==> src/design/rmq_div.sv <==
// Pipelined rounded divider: q = (mag * 2^FRAC_BITS + r) / (2r), one bit a stage.
// Depends on nothing; stages advance only while en is high; ovf marks q >= 2^(DATA_WIDTH+1).
module rmq_div #(
    parameter int DATA_WIDTH = 16,
    parameter int FRAC_BITS  = 14,
    parameter int ROOT_W     = 16
) (
    input  logic                  aclk,
    input  logic                  en,
    input  logic [DATA_WIDTH:0]   mag_in,
    input  logic [ROOT_W-1:0]     r_in,
    output logic [DATA_WIDTH:0]   q_out,
    output logic                  ovf_out
);

    localparam int NumW = DATA_WIDTH + FRAC_BITS + 2;
    localparam int DenW = ROOT_W + 1;
    localparam int QW   = DATA_WIDTH + 1;

    logic [NumW-1:0] num;
    logic [NumW-1:0] num_hi;
    logic [NumW-1:0] den_ext;
    logic            ovf;

    always_comb begin
        num     = {mag_in, {FRAC_BITS{1'b0}}, 1'b0} >> 1;
        num     = num + NumW'(r_in);
        num_hi  = num >> QW;
        den_ext = NumW'({r_in, 1'b0});
        ovf     = (num_hi >= den_ext);
    end

    logic [DenW-1:0] den_reg [QW+1];
    logic [DenW-1:0] rem_reg [QW+1];
    logic [QW-1:0]   lo_reg  [QW+1];
    logic [QW-1:0]   q_reg   [QW+1];
    logic            ovf_reg [QW+1];

    // front stage: overflow check and first partial remainder
    always_ff @(posedge aclk) begin
        if (en) begin
            den_reg[0] <= {r_in, 1'b0};
            rem_reg[0] <= ovf ? '0 : num_hi[DenW-1:0];
            lo_reg[0]  <= num[QW-1:0];
            q_reg[0]   <= '0;
            ovf_reg[0] <= ovf;
        end
    end

    for (genvar k = 0; k < QW; k++) begin : g_stage
        logic [DenW:0]   cand;
        logic [DenW:0]   diff;
        logic            ge;

        always_comb begin
            cand = {rem_reg[k], lo_reg[k][QW-1]};
            diff = cand - {1'b0, den_reg[k]};
            ge   = (cand >= {1'b0, den_reg[k]});
        end

        always_ff @(posedge aclk) begin
            if (en) begin
                den_reg[k+1] <= den_reg[k];
                rem_reg[k+1] <= ge ? diff[DenW-1:0] : cand[DenW-1:0];
                lo_reg[k+1]  <= {lo_reg[k][QW-2:0], 1'b0};
                q_reg[k+1]   <= {q_reg[k][QW-2:0], ge};
                ovf_reg[k+1] <= ovf_reg[k];
            end
        end
    end

    assign q_out   = q_reg[QW];
    assign ovf_out = ovf_reg[QW];

endmodule

==> config.mk <==
export PLATFORM = sky130hd
export DESIGN_NAME = rmq_div
export DESIGN_NICKNAME = d
export VERILOG_FILES = /design/src/design/rmq_div.sv
export SDC_FILE = /design/constraint.sdc
export NUM_CORES = 1
export LEC_CHECK = 0
export BUFFER_PORTS_ARGS = -buffer_cell sky130_fd_sc_hd__buf_2
export CAP_MARGIN = 15
export CORE_MARGIN = 5
export CORE_UTILIZATION = 45
export DETAILED_ROUTE_END_ITERATION = 16
export PLACE_DENSITY = 0.59
export SLEW_MARGIN = 10
export SYNTH_ARGS = -nofsm -noshare
export SYNTH_HDL_FRONTEND = slang
export SYNTH_SLANG_ARGS = --single-unit
==> constraint.sdc <==
create_clock -name aclk -period 6.2 [get_ports aclk]
set_input_delay 0 -clock aclk [delete_from_list [all_inputs] [get_ports aclk]]
set_output_delay 0 -clock aclk [all_outputs]
set_load 0.02 [all_outputs]
After elaboration in Yosys (flattened, before gate mapping)
Memories as Yosys holds them, arrays and structs flattened.
Cells that the tools add are included.
{ "classes": {"addsub": 18, "magnitude_cmp": 18, "mux": 20} }
{ "ops": {"columns": ["operator", "count"], "rows": [
  ["18-bit by 17-bit >= comparator with 1-bit output", 17],
  ["17-bit two-way mux", 17],
  ["17-bit subtractor", 17],
  ["31-bit by 16-bit adder with 32-bit output", 1],
  ["15-bit by 17-bit >= comparator with 1-bit output", 1],
  ["15-bit two-way mux", 1],
  ["1-bit two-way mux", 2]
]} }
{ "word_totals": {"reg_bits": 0, "ram_bits": 1242, "in_bits": 35, "out_inout_bits": 18, "n_memories": 5} }
{ "memory_table": {"columns": ["name", "depth", "width", "rd", "rd_ports_with_merged_regs", "wr", "line", "source"], "rows": [
  ["den_reg", 18, 17, 17, 0, 18, "33", "logic [DenW-1:0] den_reg [QW+1];"],
  ["lo_reg", 18, 17, 17, 0, 18, "35", "logic [QW-1:0] lo_reg [QW+1];"],
  ["q_reg", 18, 17, 18, 0, 18, "36", "logic [QW-1:0] q_reg [QW+1];"],
  ["rem_reg", 18, 17, 17, 0, 18, "34", "logic [DenW-1:0] rem_reg [QW+1];"],
  ["ovf_reg", 18, 1, 18, 0, 18, "37", "logic ovf_reg [QW+1];"]
]} }

Logic depth before layout (Yosys ltp)
{ "logic_depth": {"depth_word": 3, "ltp_mapped": 15, "depth_no_buf": 14} }

Worst setup path after synthesis
No wires, ideal clock.
{ "synth_path": {"path_type": "reg-to-reg", "startpoint": "memory lo_reg[7][8] (netlist bit)", "endpoint": "memory rem_reg[8][10] (netlist bit), data pin", "t_arrival_ps": 2601, "required_ps": 5940, "slack_ps": 3339, "stages_incl_launch_ff": 12, "n_path_buf": 2, "path_cell_list": "edfxtp_1 -> inv_1 -> ha_1 -> nor2b_4 -> o31a_1 -> o31a_1 -> nor2_2 -> a2111oi_0 -> or4_1 -> buf_6 -> buf_12 -> mux2_4"} }
{ "synth_rtl": {"columns": ["element", "line"], "rows": [
  ["start, declared", "35"],
  ["end, declared", "34"]
]} }

==> summary.txt <==
Status
  • Run status: complete, no violations

Die
  • Core ar.: approximately 0.086 mm²
  • Initial Util: 0.4514
  • Io pins: 53
  • Die height: 304.5 µm
  • Die Area: approximately 0.093 mm²
  • Die Width: between 300 and 400 µm
  • Rows: 108

Yosys
  • Synth Register Bits: slightly above 700
  • Synth async-reset ratio: 0
  • Syn Inst Count: about 3200
  • Yosys top cell by area: edfxtp_1
  • Yosys warning count: 0
  • Synth area leaders: edfxtp_1, ha_1, mux2_2, inv_1, xnor2_1
  • Ys flop type: edfxtp_1
  • Synthesized area: between 0.03 and 0.04 mm²
  • Synth Area per Inst: 12.19 µm²
  • Sequential share of the synthesized area: 0.5562
  • Post-synth EDFFs: 723
  • Synth top area share: 0.5562
  • Library cells used by synthesis: 74
  • Post-Syn Nets: 3540

STA
  • Period minus WS final: 3.683 ns
  • Setup TNS: 0 ns
  • Period utilisation layout: 0.5940
  • Hold Fails Final Rpt: 0
  • FMAX: 271.5 MHz
  • Unrepaired setup endpoints after global routing: false
  • Setup violations, final: 0
  • Clock Skew: approximately 0.017 ns
  • Worst-Margin Slew: 1.097 ns
  • Slew Limit Fails: 0
  • Slew margin rel.: 0.2684

Hold path
  • Hold endpoint: lo_reg[0][11]
  • WHS Path Cells: 2
  • Min-delay worst type: input port to register
  • Worst Hold Launch: r_in[11]

Clocking
  • H-tree levels: 3
  • Total CTS buffers: 81
  • CTS root buffer: clkbuf_16
  • Worst-path clk slew: 0.06 ns
  • Hold Buf Count CTS: 41
  • Clock latency on the worst-skew pair: 0.63 ns
  • CTS tree: yes
  • CTS sink cnt: just over 700
  • Clk buf depth: 3
  • Post-CTS Resized: 0
  • Postcts setup bufs: 0

Critical path
  • Crit path max fanout: 27
  • CP Launch Type: register
  • R2R setup slack: roughly 2.5 ns
  • Worst EP arrival: 4.07 ns
  • WS Path Type: register to register
  • Worst EP required: 6.59 ns
  • Reg2reg path depth: 9
  • Critical R2R Launch: den_reg[4][13]
  • Crit end category: register
  • R2R Path End: rem_reg[5][5]

GRT
  • Largest net degree at the start of global routing: between 150 and 200
  • Grt ovf: 0
  • First-pass GRT wire length: 135000 µm
  • Vias in the first global route: between 20000 and 30000
  • GR Util All Layers: 0.1793
  • Antenna violations before repair: 3

Layout
  • Fraction of layout cells with a size suffix above 1: 0.1056
  • ANT cells: 0
  • Final core occ: 0.5050
  • Largest register FFs: around 290
  • Layout net count: 3678
  • Filler Cells Inserted: 7574
  • Layout Cells excl Fill: 4556
  • Most common cell after layout, fill and taps aside: edfxtp_1
  • Most frequent cells in the layout: edfxtp_1, inv_1, ha_1, a21oi_1, nor2_1
  • Area Overhead vs Synth: 11.89%

Detailed routing
  • Detail Route Antenna Nets: 0
  • Post-DR wirelength/cell: 18.63 µm
  • Final WL: 84900 µm
  • Residual DRC: 0
  • Via count: 25000
  • 1st-pass router iterations: 6
  • DR vias/cell: 5.486
  • DR iter-0 viols: 1563

Power and ir drop
  • Peak VDD IR: 0.0002434 V
  • Pleak: about 0.017 µW
  • PwrDens: ~480 mW/mm²

Place
  • Port Buffers: 52
  • Inst Count DP: 4371
  • HPWL Detailed: 62360 µm
  • Gpl congestion: 0.8830

Flow run
  • MaxCap Viol Count: 0
==> cells in the mapped netlist, drive strengths merged, types with 20 or more instances <==
master / instances
edfxtp: 723
nor3: 55
o21ai: 178
inv: 333
nand3: 47
o21a: 71
and4: 20
nand2b: 25
nor2b: 50
a211oi: 24
a21boi: 33
clkbuf: 28
nand4: 36
nand2: 154
xor2: 65
nor2: 183
or3: 22
o31ai: 29
mux2i: 28
o21bai: 21
xnor2: 116
a21o: 80
a31oi: 24
mux2: 160
ha: 286
a21oi: 193
==> worst max path at each step <==
stage | slack, ns | endpoint | start | depth (start not counted)
6_report | 2.52 | rem_reg[5][5] | den_reg[4][13] | 9
5_1_grt | 2.19 | rem_reg[5][5] | den_reg[4][13] | 9
4_1_cts | 2.52 | rem_reg[5][5] | den_reg[4][13] | 9
3_5_place_dp | 2.54 | rem_reg[5][5] | den_reg[4][13] | 9
3_3_place_gp | 2.59 | rem_reg[5][5] | den_reg[4][13] | 9
2_1_floorplan | 3.34 | rem_reg[8][10] | lo_reg[7][8] | 11
==> routing by layer <==
metal / part of all wire / global-route usage
met1: 0.42 / 0.2196
met2: 0.51 / 0.3230
met3: 0.039 / 0.02708
met4: 0.036 / 0.06385
met5: 0.000082 / 0
==> cell families (layout without fill, tap and decap cells) <==
| logic type | count (synthesis) | after routing | share of synthesized area |
|---|---|---|---|
| AO/OA/AOI/OAI | 761 | 761 | 0.1263 |
| flip-flops | 723 | 723 | 0.5562 |
| AND/OR/NAND/NOR | 665 | 665 | 0.08485 |
| buffers and inverters | 381 | 580 | 0.03779 |
| adder cells (fa/ha/maj) | 303 | 303 | 0.1004 |
| multiplexers | 188 | 188 | 0.05391 |
| XOR/XNOR | 181 | 181 | 0.04061 |
==> stage by stage <==
stage	cell area, µm²	power [µW]	hold WS [ns]	setup slack [ns]
2_1_floorplan	39030	14100	0.09887	3.339
3_3_place_gp	40660	16160	0.1940	2.594
3_5_place_dp	40660	16320	0.1989	2.542
4_1_cts	43680	21190	0.05342	2.524
5_1_grt	43680	22410	0.07538	2.189
6_report	43680	21010	0.1021	2.517
==> report_power, final <==
part	switching [µW]	total (µW)	internal (µW)
logic	4660	8610	3950
clock network	1930	4720	2790
registers	669	7680	7010
total	7260	21000	13700
==> layout make-up <==
type                       instances  area, µm²  share of cell area
clock inverter                    47      474.2             0.01086
multi-input combinational       2098      15870              0.3633
inverter                         334       1254             0.02870
sequential                       723      21710              0.4971
tap                             1155       1445             0.03309
timing repair buffer             102      798.3             0.01828
clock buffer                      97       2130             0.04876
==> worst max-delay path, stage by stage (launching register included) <==
cell and delay, ns:
edfxtp_1 0.45, inv_1 0.07, ha_1 0.37, a21oi_1 0.27
o21ai_0 0.26, o31a_1 0.37, nor2_2 0.35, clkinv_1 0.75
and3_1 0.41, a21o_1 0.15
No activity file was read; power rests on OpenSTA's default activity.
