<file path="config.mk">
export PLATFORM = sky130hd
export DESIGN_NAME = rmq_sqrt
export DESIGN_NICKNAME = d
export VERILOG_FILES = /design/src/design/rmq_sqrt.sv
export SDC_FILE = /design/constraint.sdc
export NUM_CORES = 1
export LEC_CHECK = 0
export BUFFER_PORTS_ARGS = -buffer_cell sky130_fd_sc_hd__buf_4
export CAP_MARGIN = 25
export CORE_ASPECT_RATIO = 0.8
export CORE_UTILIZATION = 65
export CTS_BUF_LIST = sky130_fd_sc_hd__clkbuf_4
export DETAILED_ROUTE_END_ITERATION = 7
export PLACE_DENSITY = 0.9
export SLEW_MARGIN = 10
export SYNTH_ARGS = -nofsm -noshare
export SYNTH_HDL_FRONTEND = slang
export SYNTH_SLANG_ARGS = --single-unit
export TNS_END_PERCENT = 20
</file>
<file path="constraint.sdc">
create_clock -name aclk -period 3.1 [get_ports aclk]
set_input_delay 0.155 -clock aclk [delete_from_list [all_inputs] [get_ports aclk]]
set_output_delay 0.155 -clock aclk [all_outputs]
set_load 0.005 [all_outputs]
</file>
<file path="src/design/rmq_sqrt.sv">
// Pipelined integer square root, one root bit per register stage.
// Depends on nothing; all stages advance only while en is high.
module rmq_sqrt #(
    parameter int ROOT_W = 16
) (
    input  logic                  aclk,
    input  logic                  en,
    input  logic [2*ROOT_W-1:0]   rad_in,
    output logic [ROOT_W-1:0]     root_out
);

    logic [2*ROOT_W-1:0] rad_reg  [ROOT_W+1];
    logic [ROOT_W+1:0]   rem_reg  [ROOT_W+1];
    logic [ROOT_W-1:0]   root_reg [ROOT_W+1];

    assign rad_reg[0]  = rad_in;
    assign rem_reg[0]  = '0;
    assign root_reg[0] = '0;

    for (genvar i = 0; i < ROOT_W; i++) begin : g_stage
        logic [ROOT_W+1:0] cand;
        logic [ROOT_W+1:0] trial;
        logic              ge;
        logic [ROOT_W+1:0] rem_next;
        logic [ROOT_W-1:0] root_next;

        always_comb begin
            cand      = {rem_reg[i][ROOT_W-1:0], rad_reg[i][2*ROOT_W-1 -: 2]};
            trial     = {root_reg[i], 2'b01};
            ge        = (cand >= trial);
            rem_next  = ge ? (cand - trial) : cand;
            root_next = {root_reg[i][ROOT_W-2:0], ge};
        end

        always_ff @(posedge aclk) begin
            if (en) begin
                rad_reg[i+1]  <= {rad_reg[i][2*ROOT_W-3:0], 2'b00};
                rem_reg[i+1]  <= rem_next;
                root_reg[i+1] <= root_next;
            end
        end
    end

    assign root_out = root_reg[ROOT_W];

endmodule

</file>
# After elaboration in Yosys (flattened, before gate mapping)
# Cells that the tools add are included.
# word_totals
mem_bits_ro,0
latch_bits,0
ff_bits,603
input_bits,34
mem_bits_rw,0
mem_count,0
# classes
n_mux,15
mul,0
shifts,0
bitwise_logic,0
add_sub_neg,15
n_div,0
order_cmp,16
reduce_logical,0
eq_ne,0
# ops
op,count
16-bit 2-to-1 mux,14
18-bit by 10-bit >= comparator with 1-bit output,1
18-bit by 11-bit >= comparator with 1-bit output,1
18-bit by 12-bit >= comparator with 1-bit output,1
18-bit by 13-bit >= comparator with 1-bit output,1
18-bit by 14-bit >= comparator with 1-bit output,1
18-bit by 15-bit >= comparator with 1-bit output,1
18-bit by 16-bit >= comparator with 1-bit output,1
18-bit by 17-bit >= comparator with 1-bit output,1
18-bit by 3-bit >= comparator with 1-bit output,1
18-bit by 4-bit >= comparator with 1-bit output,1
18-bit by 5-bit >= comparator with 1-bit output,1
18-bit by 6-bit >= comparator with 1-bit output,1
18-bit by 7-bit >= comparator with 1-bit output,1
18-bit by 8-bit >= comparator with 1-bit output,1
18-bit by 9-bit >= comparator with 1-bit output,1
16-bit by 10-bit subtractor with 16-bit output,1
16-bit by 11-bit subtractor with 16-bit output,1
16-bit by 12-bit subtractor with 16-bit output,1
16-bit by 13-bit subtractor with 16-bit output,1
16-bit by 14-bit subtractor with 16-bit output,1
16-bit by 15-bit subtractor with 16-bit output,1
16-bit subtractor,1
16-bit by 3-bit subtractor with 16-bit output,1
other kinds (9),9

# Logic depth before layout (Yosys ltp)
# depth
depth_word,2
depth_mapped,12

# Worst setup path before layout
# No wires, ideal clock.
# synth_timing
kind,reg2reg
from,register rem_reg (netlist bit g_stage[14].cand[2])
to,register rem_reg (netlist bit g_stage[15].cand[10]) (data pin)
stages_incl_launch_ff,11
setup_slack_ps,500
t_arrival_ps,2339
cell_sequence,edfxtp_1 -> ha_1 -> nor2b_4 -> o31a_4 -> o221a_4 -> nor3_4 -> a211o_1 -> o211a_1 -> buf_6 -> buf_12 -> mux2_4
# synth_between
elab_chain_len,2
elab_cells_between_ends,3
classes_between,1 x add/sub; 1 x order compare; 1 x mux
# synth_lines
element,line,text
"start, declared",13,logic [ROOT_W+1:0] rem_reg [ROOT_W+1];
"start signal, assigned by index",38,rem_reg[i+1] <= rem_next;
16-bit subtractor or 18-bit by 16-bit >= comparator with 1-bit output (tied branches),"31, 30",
16-bit 2-to-1 mux (*),31,rem_next = ge ? (cand - trial) : cand;
via g_stage[14].rem_next[8],24,logic [ROOT_W+1:0] rem_next;
# Mark *: on every way through the listed nets, which the timed path passes. The rest lies on a longest branch.
# A chain may end at the register's enable or synchronous reset.

# Worst setup path in the final report
# layout_timing
from,register root_reg (netlist bit g_stage[4].root_next[1])
to,register rem_reg (netlist bit g_stage[5].cand[9]) (data pin)
# layout_between
elab_chain_len,2
elab_cells_between_ends,3
classes_between,1 x add/sub; 1 x order compare; 1 x mux
# layout_lines
element,line,text
"start, declared",14,logic [ROOT_W-1:0] root_reg [ROOT_W+1];
"start signal, assigned by index",39,root_reg[i+1] <= root_next;
16-bit by 6-bit subtractor with 16-bit output or 18-bit by 6-bit >= comparator with 1-bit output (tied branches),"31, 30",
16-bit 2-to-1 mux (*),31,
via g_stage[4].rem_next[7],24,
# Marked as above.

==> flow_summary.yaml <==
final_layout:
  area.sequential_um2: 18000
  fillers: 2382
  final_common_cell: "edfxtp_1"
  fin_nets: 2477
  layoutNonFillerInstCount: 2940
  multi_input_area_um2: 8880
  final_cell_mix: "edfxtp_1 (600), clkbuf_4 (195), inv_1 (174)"
  largest_register_ffs: 254
  drive_gt1_frac: 0.157
  areaGrowthSynthToFinish_pct: 12.8
  final_design_area_no_fill_um2: 31300
floorplanning:
  row_count: 67
  placeableCoreArea_um2: 42000
  die_h_um: 187
  start_util: 0.661
  die_x_um: 233
  top_level_ports: 50
  die_area_um2: 43500
sta:
  setup_tns_ns: 0
  finalHoldViolCount: 0
  grt_setup_unrepaired: "no"
  worst_slew_margin_rel: 0.519
  fin_crit_ns: 2.96
  timing.final.ws_setup_ns: 0.140
  final_min_period_over_clock_period: 0.955
  timing.clock.skew_ns: 0.0550
  worstMarginPinSlew_ns: 0.722
  setup-violations-final: 0
  timing.final.max_slew_violations: 0
  clock.fmax_mhz: 338
setup_path:
  critPathArrivalTime_ns: 3.57
  critical_path_end_type: "register"
  worst_reg2reg_endpoint: "g_stage[5].cand[9]"
  path_max_fanout: 14
  rr_startpoint: "g_stage[4].root_next[1]"
  worst_ep_required_time_ns: 3.71
  timing.setup.critical_path_class: "register to register"
  r2r_setup_slack_ns: 0.14
  worst_reg_to_reg_path_cell_count: 9
  timing.critical_path.from_type: "register"
clock_tree:
  insertion_delay_ns: 0.92
  cts_root_cell: "clkbuf_4"
  path_clk_slew_ns: 0.08
  tritoncts: "built"
  cts_sinks: 600
  ctsLongestPathBuffers: 3
  clock_tree.htree_level_count: 4
  post_cts_buffers: 0
  number_of_buffers_created_by_cts: 143
drt:
  wl_per_cell_um: 18.7
  via_count: 17500
  detail_route.first_pass.iterations: 6
  count_of_routing_violations_after_the_opening_detailed_route_iteration: 1864
  drcViolationCount: 0
  wl_um: 55000
  postRouteAntennaNets: 0
  drt-vias-per-instance: 5.97
yosys:
  postSynthAreaPerCell_um2: 13.7
  synthArstFlopShare: 0
  yosysSeqAreaShare: 0.649
  yosys_register_bits: 600
  synth_cells: 2029
  synth_warn: 0
  cell_area_after_technology_mapping_um2: 27700
  number_of_synthesized_flops_with_an_enable_pin: 600
  syn_nets: 2215
  most_common_flop_cell_mapped_by_yosys: "edfxtp_1"
  synth_cell_types: 87
min_path:
  holdCritStartpoint: "rad_in[30]"
  hold_class: "input pin to register"
  number_of_cells_on_the_worst_hold_path: 3
  min_delay_worst_endpoint: "g_stage[1].cand[2]"
place:
  last_weighted_congestion_value_of_the_routability_driven_placer: 0.911
  placement.cell_area_um2: 28900
  dp_cells: 2632
  post-place-ws_ns: 0.117
  dp_hpwl_um: 34900
  number_of_buffers_inserted_by_port_buffering: 49
run:
  cap_viol_max_count: 0
power_and_ir_drop:
  irDropWorstVdd_uv: 528
  leakagePower_uw: 0.0123
  powerDensity_nw_per_um2: 658
global_route:
  grt_start_max_net_pins: 91
  vias_in_the_first_global_route: 17900
  grt_first_pass_wirelength_um: 88700
  globalRoute.totalOverflow: 0
  number_of_antenna_violations_at_the_first_check_in_global_routing: 2
  grt_util_all_layers: 0.259
outcome:
  outcome: "complete, no violations"
## layout make-up
cell class                 instances  share of cell area
tap                              552              0.0221
timing repair buffer             142              0.0420
inverter                         176              0.0211
antenna                            3            0.000240
multi-input combinational       1228               0.284
clock inverter                    44             0.00828
clock buffer                     195              0.0468
sequential                       600               0.576
## per-stage QoR
step                       util  hold WS [ns]  total power [uW]
after floorplan               -         0.254             13200
after global placement    0.688         0.333             14100
after detailed placement  0.688         0.334             14300
after CTS                 0.744        0.0108             20500
after global routing      0.745        0.0734             21500
final                     0.745         0.124             20600
## worst max-delay path, stage by stage (launching register included)
cell      delay [ns]
edfxtp_1        0.35
inv_1           0.06
ha_1            0.38
nor2b_1         0.16
o21ai_0         0.14
a21oi_1         0.39
nor2b_1         0.13
and2_1          0.38
nor4b_1         0.54
xor2_1          0.15
## kinds of logic after synthesis
group / after synthesis / synth area share
flip-flops: 600 / 0.649
XOR/XNOR: 161 / 0.0508
buffers and inverters: 201 / 0.0309
adder cells (fa/ha/maj): 152 / 0.0685
other: 1 / 0.000135
AND/OR/NAND/NOR: 480 / 0.0903
multiplexers: 48 / 0.0201
AO/OA/AOI/OAI: 386 / 0.0898
## timing repair
action                                  CTS  global route
endpoints found under the setup margin    0             1
endpoints found under the hold margin   138             0
gates resized for setup                   0             1
hold buffers                             65             0
## Yosys cell counts, types with 9 or more instances
cell type	count	area (um2)
nor3_1	47	235
ha_1	152	1900
or3_1	19	119
nor2b_1	21	131
nand2_1	94	353
xor2_1	82	718
a21o_1	27	203
mux2_2	33	372
a211oi_1	11	82.6
o31a_1	9	78.8
nand4_1	21	131
nor2_1	129	484
and2_1	9	56.3
o21ai_0	89	445
a21oi_1	128	641
inv_1	174	653
o31ai_1	9	67.6
nor4_1	24	150
nand2b_1	34	213
edfxtp_1	600	18000
buf_2	14	70.1
nand3_1	26	130
o21a_1	33	248
xnor2_1	79	692
## where the power goes
group	internal, uW	total (uW)	switching (uW)	leakage [uW]
logic	1700	3750	2050	0.00554
clock network	3090	6200	3110	0.00102
registers	10100	10600	538	0.00575
## worst max path at each step
stage	from	endpoint	slack (ns)	depth (start not counted)
6_report	g_stage[4].root_next[1]	g_stage[5].cand[9]	0.14	9
5_1_grt	g_stage[4].cand[2]	g_stage[5].cand[9]	0.01	8
4_1_cts	g_stage[11].root_next[1]	g_stage[12].cand[12]	0.07	10
3_5_place_dp	g_stage[11].cand[2]	g_stage[12].cand[12]	0.12	9
3_3_place_gp	g_stage[11].root_next[1]	g_stage[12].cand[12]	0.18	10
2_1_floorplan	g_stage[14].cand[2]	g_stage[15].cand[10]	0.50	10
## routing by layer
metal  share of wire  routed length, um  vias up  track usage
li1                -                  -     8139            -
met3           0.068               3720      158       0.0559
met2            0.49              27100      803        0.426
met4           0.029               1610        0        0.108
met5               0                  0        -            0
met1            0.41              22500     8442        0.336
Note: power is estimated with default switching activity, not from simulation.
